<file path="src/rtl/rsqe_pkg.sv">
package rsqe_pkg;

	// Step counts of the shared sqrt/divide unit.
	localparam int SQRT_STEPS = 32;
	localparam int DIV_QBITS  = 25;
	localparam int NUM_W      = 58;
	localparam int CNT_W      = 6;

	localparam logic OP_SQRT = 1'b0;
	localparam logic OP_DIV  = 1'b1;

	typedef struct packed {
		logic start;
		logic op;
	} unit_req_t;

	typedef struct packed {
		logic        busy;
		logic        done;
		logic [31:0] result;
	} unit_rsp_t;

endpackage

</file>
<file path="src/rtl/road_segment_quad_expander.sv">
// Channel  | Direction | Contents
// s_axis   | in        | one polyline point per request; tuser flags first point and type
// m_axis   | out       | six vertices per segment, tlast on the sixth
//
// A first point of an edge is stored and yields no vertices.
// A segment point runs a shift-by-one normalize loop, a 32-step square
// root and two 25-step divides on the shared unit, four products on one
// multiplier, then six vertex loads.
// A zero-length segment skips the arithmetic and goes straight to the vertex loads.
// Reset clears the sequencer, the stored-point flag and the output valid.
// The output register lets a new point be accepted while the last vertex
// waits; a stalled output holds the sequencer in the vertex phase.
module road_segment_quad_expander (
	input  logic         clk,
	input  logic         arst_n,
	input  logic         s_axis_tvalid,
	output logic         s_axis_tready,
	// point_x, point_y, width_base, height, color
	input  logic [151:0] s_axis_tdata,
	// first_point, road_type
	input  logic [2:0]   s_axis_tuser,
	output logic         m_axis_tvalid,
	input  logic         m_axis_tready,
	// vert_x, vert_y, vert_z, vert_color
	output logic [127:0] m_axis_tdata,
	output logic         m_axis_tlast
);

	localparam logic [3:0] S_IDLE = 4'd0;
	localparam logic [3:0] S_ABS  = 4'd1;
	localparam logic [3:0] S_NORM = 4'd2;
	localparam logic [3:0] S_MAA  = 4'd3;
	localparam logic [3:0] S_MBB  = 4'd4;
	localparam logic [3:0] S_SUM  = 4'd5;
	localparam logic [3:0] S_SQST = 4'd6;
	localparam logic [3:0] S_SQRT = 4'd7;
	localparam logic [3:0] S_MBH  = 4'd8;
	localparam logic [3:0] S_MAH  = 4'd9;
	localparam logic [3:0] S_NY   = 4'd10;
	localparam logic [3:0] S_DIVX = 4'd11;
	localparam logic [3:0] S_DIVY = 4'd12;
	localparam logic [3:0] S_OUT  = 4'd13;

	localparam logic [1:0] RT_AVENUE  = 2'd2;
	localparam logic [1:0] RT_HIGHWAY = 2'd3;

	logic [3:0]         state_q;
	logic               have_prev_q;
	logic [31:0]        prev_x_q, prev_y_q;
	logic signed [31:0] x1_q, y1_q, x2_q, y2_q;
	logic signed [32:0] dx_q, dy_q;
	logic [31:0]        a_q, b_q;
	logic [25:0]        hq_q;
	logic [31:0]        z_q, col_q;
	logic [61:0]        prod_q;
	logic [62:0]        s_q;
	logic [31:0]        len_q;
	logic [rsqe_pkg::NUM_W-1:0] numx_q, numy_q;
	logic [rsqe_pkg::DIV_QBITS-1:0] mx_q, my_q;
	logic               dx_neg_q, dy_pos_q;
	logic [2:0]         vk_q;
	logic               m_valid_q;
	logic [127:0]       m_data_q;
	logic               m_last_q;

	logic               accept;
	logic               first_point;
	logic [1:0]         road_type;
	logic [23:0]        width_base;
	logic signed [32:0] dx_in, dy_in;
	logic [25:0]        hq_in;
	logic [31:0]        m_max;
	logic [30:0]        mul_a, mul_b;
	logic               out_load;

	rsqe_pkg::unit_req_t unit_req;
	rsqe_pkg::unit_rsp_t unit_rsp;
	logic [63:0]         unit_operand;

	logic [1:0]         corner;
	logic signed [31:0] base_x, base_y;
	logic signed [33:0] offx, offy, vx, vy;
	logic               plus;

	function automatic logic [31:0] sat32(input logic signed [33:0] v);
		if (v > 34'sh0_7FFF_FFFF) begin
			sat32 = 32'h7FFF_FFFF;
		end else if (v < -34'sh0_8000_0000) begin
			sat32 = 32'h8000_0000;
		end else begin
			sat32 = v[31:0];
		end
	endfunction

	assign s_axis_tready = (state_q == S_IDLE);
	assign accept        = s_axis_tvalid && s_axis_tready;
	assign first_point   = s_axis_tuser[0];
	assign road_type     = s_axis_tuser[2:1];
	assign width_base    = s_axis_tdata[87:64];

	assign dx_in = $signed({s_axis_tdata[31], s_axis_tdata[31:0]}) -
		$signed({prev_x_q[31], prev_x_q});
	assign dy_in = $signed({s_axis_tdata[63], s_axis_tdata[63:32]}) -
		$signed({prev_y_q[31], prev_y_q});

	// Half width in quarter units: x2.0, x1.5 or x1.0 times one half.
	always_comb begin
		case (road_type)
			RT_HIGHWAY: hq_in = {width_base, 2'b00};
			RT_AVENUE:  hq_in = 26'(width_base) + {1'b0, width_base, 1'b0};
			default:    hq_in = {1'b0, width_base, 1'b0};
		endcase
	end

	assign m_max = (a_q >= b_q) ? a_q : b_q;

	// One shared multiplier; its product is always registered.
	always_comb begin
		case (state_q)
			S_MAA:   begin mul_a = a_q[30:0]; mul_b = a_q[30:0]; end
			S_MBB:   begin mul_a = b_q[30:0]; mul_b = b_q[30:0]; end
			S_MBH:   begin mul_a = b_q[30:0]; mul_b = 31'(hq_q); end
			S_MAH:   begin mul_a = a_q[30:0]; mul_b = 31'(hq_q); end
			default: begin mul_a = a_q[30:0]; mul_b = b_q[30:0]; end
		endcase
	end

	always_comb begin
		unit_req.start = (state_q == S_SQST) || (state_q == S_NY) ||
			(state_q == S_DIVX && unit_rsp.done);
		unit_req.op    = (state_q == S_SQST) ? rsqe_pkg::OP_SQRT : rsqe_pkg::OP_DIV;
		if (state_q == S_SQST) begin
			unit_operand = {1'b0, s_q};
		end else if (state_q == S_NY) begin
			unit_operand = 64'(numx_q);
		end else begin
			unit_operand = 64'(numy_q);
		end
	end

	rsqe_unit u_unit (
		.clk     (clk),
		.arst_n  (arst_n),
		.req     (unit_req),
		.operand (unit_operand),
		.divisor ({len_q, 2'b00}),
		.rsp     (unit_rsp)
	);

	// Corners in emit order p0, p1, p2, p0, p2, p3.
	always_comb begin
		case (vk_q)
			3'd0:    corner = 2'd0;
			3'd1:    corner = 2'd1;
			3'd2:    corner = 2'd2;
			3'd3:    corner = 2'd0;
			3'd4:    corner = 2'd2;
			3'd5:    corner = 2'd3;
			default: corner = 2'd0;
		endcase
		plus   = corner inside {2'd0, 2'd3};
		base_x = (corner inside {2'd0, 2'd1}) ? x1_q : x2_q;
		base_y = (corner inside {2'd0, 2'd1}) ? y1_q : y2_q;
		offx   = dy_pos_q ? -$signed({9'b0, mx_q}) : $signed({9'b0, mx_q});
		offy   = dx_neg_q ? -$signed({9'b0, my_q}) : $signed({9'b0, my_q});
		vx     = 34'(base_x) + (plus ? offx : -offx);
		vy     = 34'(base_y) + (plus ? offy : -offy);
	end

	assign out_load = (state_q == S_OUT) && (!m_valid_q || m_axis_tready);

	always_ff @(posedge clk or negedge arst_n) begin
		if (!arst_n) begin
			state_q     <= S_IDLE;
			have_prev_q <= 1'b0;
			vk_q        <= '0;
			m_valid_q   <= 1'b0;
		end else begin
			if (out_load) begin
				m_valid_q <= 1'b1;
			end else if (m_axis_tready) begin
				m_valid_q <= 1'b0;
			end
			case (state_q)
				S_IDLE: begin
					if (accept) begin
						have_prev_q <= 1'b1;
						if (!first_point && have_prev_q) begin
							state_q <= S_ABS;
						end
					end
				end
				S_ABS: state_q <= S_NORM;
				S_NORM: begin
					if (m_max == '0) begin
						vk_q    <= '0;
						state_q <= S_OUT;
					end else if (m_max[31] || m_max[30]) begin
						state_q <= S_MAA;
					end
				end
				S_MAA:  state_q <= S_MBB;
				S_MBB:  state_q <= S_SUM;
				S_SUM:  state_q <= S_SQST;
				S_SQST: state_q <= S_SQRT;
				S_SQRT: begin
					if (unit_rsp.done) begin
						state_q <= S_MBH;
					end
				end
				S_MBH:  state_q <= S_MAH;
				S_MAH:  state_q <= S_NY;
				S_NY:   state_q <= S_DIVX;
				S_DIVX: begin
					if (unit_rsp.done) begin
						state_q <= S_DIVY;
					end
				end
				S_DIVY: begin
					if (unit_rsp.done) begin
						vk_q    <= '0;
						state_q <= S_OUT;
					end
				end
				S_OUT: begin
					if (out_load) begin
						if (vk_q == 3'd5) begin
							state_q <= S_IDLE;
						end else begin
							vk_q <= vk_q + 1'b1;
						end
					end
				end
				default: state_q <= S_IDLE;
			endcase
		end
	end

	always_ff @(posedge clk) begin
		prod_q <= 62'(mul_a) * 62'(mul_b);
		if (accept) begin
			prev_x_q <= s_axis_tdata[31:0];
			prev_y_q <= s_axis_tdata[63:32];
			x1_q     <= prev_x_q;
			y1_q     <= prev_y_q;
			x2_q     <= s_axis_tdata[31:0];
			y2_q     <= s_axis_tdata[63:32];
			dx_q     <= dx_in;
			dy_q     <= dy_in;
			hq_q     <= hq_in;
			z_q      <= s_axis_tdata[119:88];
			col_q    <= s_axis_tdata[151:120];
		end
		case (state_q)
			S_ABS: begin
				a_q      <= dx_q[32] ? 32'(-dx_q) : dx_q[31:0];
				b_q      <= dy_q[32] ? 32'(-dy_q) : dy_q[31:0];
				dx_neg_q <= dx_q[32];
				dy_pos_q <= !dy_q[32] && (dy_q != '0);
			end
			S_NORM: begin
				// Bring the larger magnitude into [2^30, 2^31), or clear the offsets for a zero-length segment.
				if (m_max == '0) begin
					mx_q <= '0;
					my_q <= '0;
				end else if (m_max[31]) begin
					a_q <= {1'b0, a_q[31:1]};
					b_q <= {1'b0, b_q[31:1]};
				end else if (!m_max[30]) begin
					a_q <= {a_q[30:0], 1'b0};
					b_q <= {b_q[30:0], 1'b0};
				end
			end
			S_MBB: s_q <= {1'b0, prod_q};
			S_SUM: s_q <= s_q + 63'(prod_q);
			S_SQRT: begin
				if (unit_rsp.done) begin
					len_q <= unit_rsp.result;
				end
			end
			S_MAH: numx_q <= rsqe_pkg::NUM_W'(prod_q) + rsqe_pkg::NUM_W'({len_q, 1'b0});
			S_NY:  numy_q <= rsqe_pkg::NUM_W'(prod_q) + rsqe_pkg::NUM_W'({len_q, 1'b0});
			S_DIVX: begin
				if (unit_rsp.done) begin
					mx_q <= unit_rsp.result[rsqe_pkg::DIV_QBITS-1:0];
				end
			end
			S_DIVY: begin
				if (unit_rsp.done) begin
					my_q <= unit_rsp.result[rsqe_pkg::DIV_QBITS-1:0];
				end
			end
			default: begin
			end
		endcase
		if (out_load) begin
			m_data_q <= {col_q, z_q, sat32(vy), sat32(vx)};
			m_last_q <= (vk_q == 3'd5);
		end
	end

	assign m_axis_tvalid = m_valid_q;
	assign m_axis_tdata  = m_data_q;
	assign m_axis_tlast  = m_last_q;

	a_unit_free: assert property (@(posedge clk) disable iff (!arst_n)
		unit_req.start |-> !unit_rsp.busy)
		else $error("shared unit started while busy");

	a_unit_done_waited: assert property (@(posedge clk) disable iff (!arst_n)
		unit_rsp.done |-> (state_q == S_SQRT || state_q == S_DIVX || state_q == S_DIVY))
		else $error("shared unit finished with no state waiting for it");

	a_norm_range: assert property (@(posedge clk) disable iff (!arst_n)
		state_q == S_MAA |-> (!a_q[31] && !b_q[31] && (a_q[30] || b_q[30])))
		else $error("magnitudes not normalized before the products");

	a_len_range: assert property (@(posedge clk) disable iff (!arst_n)
		state_q == S_MBH |-> len_q[31:30] != 2'b00)
		else $error("segment length below the normalized range");

endmodule

</file>
<file path="src/rtl/rsqe_unit.sv">
// Shared digit-recurrence unit: restoring square root (one result bit per
// cycle) and restoring division (one quotient bit per cycle) on one
// compare/subtract datapath.
module rsqe_unit (
	input  logic                     clk,
	input  logic                     arst_n,
	input  rsqe_pkg::unit_req_t      req,
	input  logic [63:0]              operand,
	input  logic [33:0]              divisor,
	output rsqe_pkg::unit_rsp_t      rsp
);

	logic [34:0] rem_q;
	logic [31:0] res_q;
	logic [63:0] src_q;
	logic [33:0] den_q;
	logic [rsqe_pkg::CNT_W-1:0] cnt_q;
	logic        op_q;
	logic        busy_q;
	logic        done_q;

	logic [34:0] cand;
	logic [34:0] trial;
	logic [34:0] diff;
	logic        ge;

	always_comb begin
		if (op_q == rsqe_pkg::OP_SQRT) begin
			cand  = {rem_q[32:0], src_q[63:62]};
			trial = {1'b0, res_q, 2'b01};
		end else begin
			cand  = {rem_q[33:0], src_q[63]};
			trial = {1'b0, den_q};
		end
		ge   = (cand >= trial);
		diff = cand - trial;
	end

	always_ff @(posedge clk or negedge arst_n) begin
		if (!arst_n) begin
			busy_q <= 1'b0;
			done_q <= 1'b0;
			cnt_q  <= '0;
			op_q   <= rsqe_pkg::OP_SQRT;
		end else if (req.start) begin
			busy_q <= 1'b1;
			done_q <= 1'b0;
			op_q   <= req.op;
			cnt_q  <= (req.op == rsqe_pkg::OP_SQRT) ?
				rsqe_pkg::CNT_W'(rsqe_pkg::SQRT_STEPS) :
				rsqe_pkg::CNT_W'(rsqe_pkg::DIV_QBITS);
		end else if (busy_q) begin
			cnt_q <= cnt_q - 1'b1;
			if (cnt_q == rsqe_pkg::CNT_W'(1)) begin
				busy_q <= 1'b0;
				done_q <= 1'b1;
			end
		end else begin
			done_q <= 1'b0;
		end
	end

	// For a division only the low quotient bits are produced, so the top of
	// the numerator is preloaded into the remainder.
	always_ff @(posedge clk) begin
		if (req.start) begin
			res_q <= '0;
			den_q <= divisor;
			if (req.op == rsqe_pkg::OP_SQRT) begin
				rem_q <= '0;
				src_q <= operand;
			end else begin
				rem_q <= 35'(operand[rsqe_pkg::NUM_W-1:rsqe_pkg::DIV_QBITS]);
				src_q <= {operand[rsqe_pkg::DIV_QBITS-1:0],
					{(64 - rsqe_pkg::DIV_QBITS){1'b0}}};
			end
		end else if (busy_q) begin
			rem_q <= ge ? diff : cand;
			res_q <= {res_q[30:0], ge};
			src_q <= (op_q == rsqe_pkg::OP_SQRT) ? {src_q[61:0], 2'b00} :
				{src_q[62:0], 1'b0};
		end
	end

	assign rsp.busy   = busy_q;
	assign rsp.done   = done_q;
	assign rsp.result = res_q;

endmodule
</file>
<file path="config.mk">
export PLATFORM = sky130hd
export DESIGN_NAME = road_segment_quad_expander
export DESIGN_NICKNAME = d
export VERILOG_FILES = /design/src/rtl/rsqe_pkg.sv /design/src/rtl/road_segment_quad_expander.sv /design/src/rtl/rsqe_unit.sv
export SDC_FILE = /design/constraint.sdc
export NUM_CORES = 2
export LEC_CHECK = 0
export BUFFER_PORTS_ARGS = -buffer_cell sky130_fd_sc_hd__buf_2
export CORE_MARGIN = 2
export CORE_UTILIZATION = 50
export CTS_CLUSTER_SIZE = 14
export DETAILED_ROUTE_END_ITERATION = 10
export PLACE_DENSITY = 0.66
export SLEW_MARGIN = 30
export SYNTH_ARGS = -nofsm -noshare
export SYNTH_HDL_FRONTEND = slang
export SYNTH_HIERARCHICAL = 1
export SYNTH_SLANG_ARGS = --single-unit
</file>
<file path="constraint.sdc">
create_clock -name clk -period 12.2 [get_ports clk]
set_input_delay 1.83 -clock clk [delete_from_list [all_inputs] [get_ports clk]]
set_output_delay 1.83 -clock clk [all_outputs]
set_load 0.01 [all_outputs]
</file>
==> results.md <==
* WP data arrival at 11.43 ns
* Seq pwr share at 47.0%
* Placed Instance Area at 93100 µm²
* Min-delay worst type: reg2reg
* Most common cell after layout, fill and taps aside: nand2_1
* Post-route ant nets at 0
* Gpl congestion at between 1 and 1.5
* Commonest non-fill, non-tap cells in the layout: 1089 x nand2_1, 1073 x inv_1, 886 x nor2_1
* Final min period at 10.79 ns
* Post-Synthesis Cells at 9224
* Final net count at 10900
* Final Max Tran Viols at 0
* Critical Path RT at between 10 and 15 ns
* Largest net degree at the start of global routing at roughly 190
* Clock Latency Late Sink at 0.76 ns
* Net Sw Frac at 24.9%
* Vias in the first global route at 69100
* Initial antenna violation count at 8
* DR pass1 iterations at 6
* Skew final at 0.0552 ns
* Met3 WL at 25900 µm
* Final non-filler cell area at 96700 µm²
* Worst Max-Slew Pin Slew at between 1 and 1.5 ns
* Avg Cell Area, Syn at between 9 and 10 µm²
* TritonCTS Sinks at ~980
* Hold Startpoint: z_q[4]$_DFFE_PP_
* Post-CTS Resized at 0
* # Post-CTS Setup Buffers at 0
* Psw at 2000 µW
* CP startpoint: state_q[2]$_DFFE_PN0P_
* DRC viols at 0
* Slowest stage delay, CP at 0.66 ns
* Setup TNS at 0 ns
* Post-Syn Area at 88900 µm²
* Max VDD drop at 110 µV
* First-pass GRT wire length at about 430000 µm
* Final Hold Vio Count at 0
* DP HPWL at around 220000 µm
* H-tree depth at 3
* Die area at 181000 µm²
* RR Startpoint: state_q[2]$_DFFE_PN0P_
* Critical path's slowest cell: dfrtp_1
* CP startpoint kind: register
* DIE HEIGHT at approximately 430 µm
* Avg WL per Cell at 24.1 µm
* Critical Path End Type: register
* Share of layout cells above drive strength 1 at 8.47%
* Worst-path clk slew at 0.06 ns
* Wire length on met1 at 118000 µm
* Pwr/cell area at 82.9 nW/µm²
* Max cap viols at 0
* RSZ-0062 raised after global routing: false
* 1st-iter DRT viols at between 6000 and 7000
* Crit path top cell by count: fa_1
* Upper clock frequency limit at 0.0927 GHz
* Lkg Pwr at about 0.043 µW
* Highest Signal Layer: met5
* Total GRT Usage at a little under a third
* Finish-stage setup viols at 0
* Initial Util at between 50% and 60%
* Row count at 154
* YS warnings at 6
* Met2 WL post-DR at 125000 µm
* GRT overflow at 0
* Status: finished, final reports clean
* Core footprint at 176000 µm²
* Slew HR at 28.2%
* Final Cycle Share at 88.5%
* Fill cell count at 15800
* CTS tree: done
* I/O pins at 290
* Cts bufs inserted at approximately 110
* Comb pwr share at between 10 and 15%
* Clk root buf: clkbuf_16
* Die W at roughly 430 µm
* Internal Pwr Total at around 6000 µW
* CP Class: reg2reg
* Largest fanout on the critical path at 27
* Post-CTS Hold Fix Bufs at 0
* Part of the power in the clock network at 41.4%
* Area Growth Syn to Fin at 8.77%
* IO buf count at 289
* Vias/cell at 5.94
* Via count at 69800
* Worst-case clock buffer depth at 3
* DRT Wirelength at 283000 µm
-- metrics by stage --
step,utilization (%),power (µW),worst slack (ns),std cells,hold WS (ns)
final,54.8,8010,1.41,11700,0.394
after global routing,54.8,8290,0.949,11700,0.392
after CTS,54.8,8060,1.45,11700,0.392
after detailed placement,52.7,4750,1.46,11500,0.405
after global placement,52.7,4730,1.65,11500,0.400
after floorplan,-,4530,2.62,9226,0.400
-- area by class of cell --
cell class	instances	area (µm²)	area share (%)
clock inverter	68	643	0.665
multi-input combinational	6711	55000	56.9
sequential	984	28500	29.5
clock buffer	134	2950	3.05
timing repair buffer	435	2600	2.69
tap	2340	2930	3.03
inverter	1075	4040	4.17
antenna	1	2.50	0.00259
-- metal layers --
layer	up-vias	GRT usage [%]
met2	3059	47.9
met5	-	0
met1	34700	42.7
met4	2	13.3
met3	618	6.46
li1	31500	-
-- critical path, delay by kind of cell, from the launching register on --
kind	cells	cell delay [ns]
xor+xnor	1	0.15
fa+ha+maj	9	4.42
buf+inv	3	0.81
simple gates	6	1.91
compound gates	10	2.71
flops	1	0.66
-- path summary, 6_finish.rpt --
kind                                         endpoint  slack [ns]  cells after the start
setup / recovery                   prod_q[60]$_DFF_P_        1.41                     29
hold / removal             m_axis_tdata[68]$_DFFE_PP_        0.39                      0
setup reg to reg                   prod_q[60]$_DFF_P_        1.41                     29
hold reg to reg            m_axis_tdata[68]$_DFFE_PP_        0.39                      0
max in group asynchronous      state_q[3]$_DFFE_PN0P_       10.65                      1
min in group asynchronous     u_unit/op_q$_DFFE_PN0P_        1.08                      1
-- flip-flops by register name, indices dropped and copies added (netlist names), 33 cells and up --
signal	count
prod_q	62
s_q	63
dx_q	33
u_unit/src_q	64
dy_q	33
numy_q	58
numx_q	58
u_unit/den_q	34
m_axis_tdata	128
u_unit/rem_q	34
-- power by group through the flow --
stage | clock, µW | combinational [µW] | sequential, µW
6_report | 3320 | 927 | 3770
5_1_grt | 3500 | 1020 | 3770
4_1_cts | 3380 | 915 | 3770
3_5_place_dp | 0 | 907 | 3840
3_3_place_gp | 0 | 894 | 3840
2_1_floorplan | 0 | 716 | 3820
Note: power is estimated with default switching activity, not from simulation.
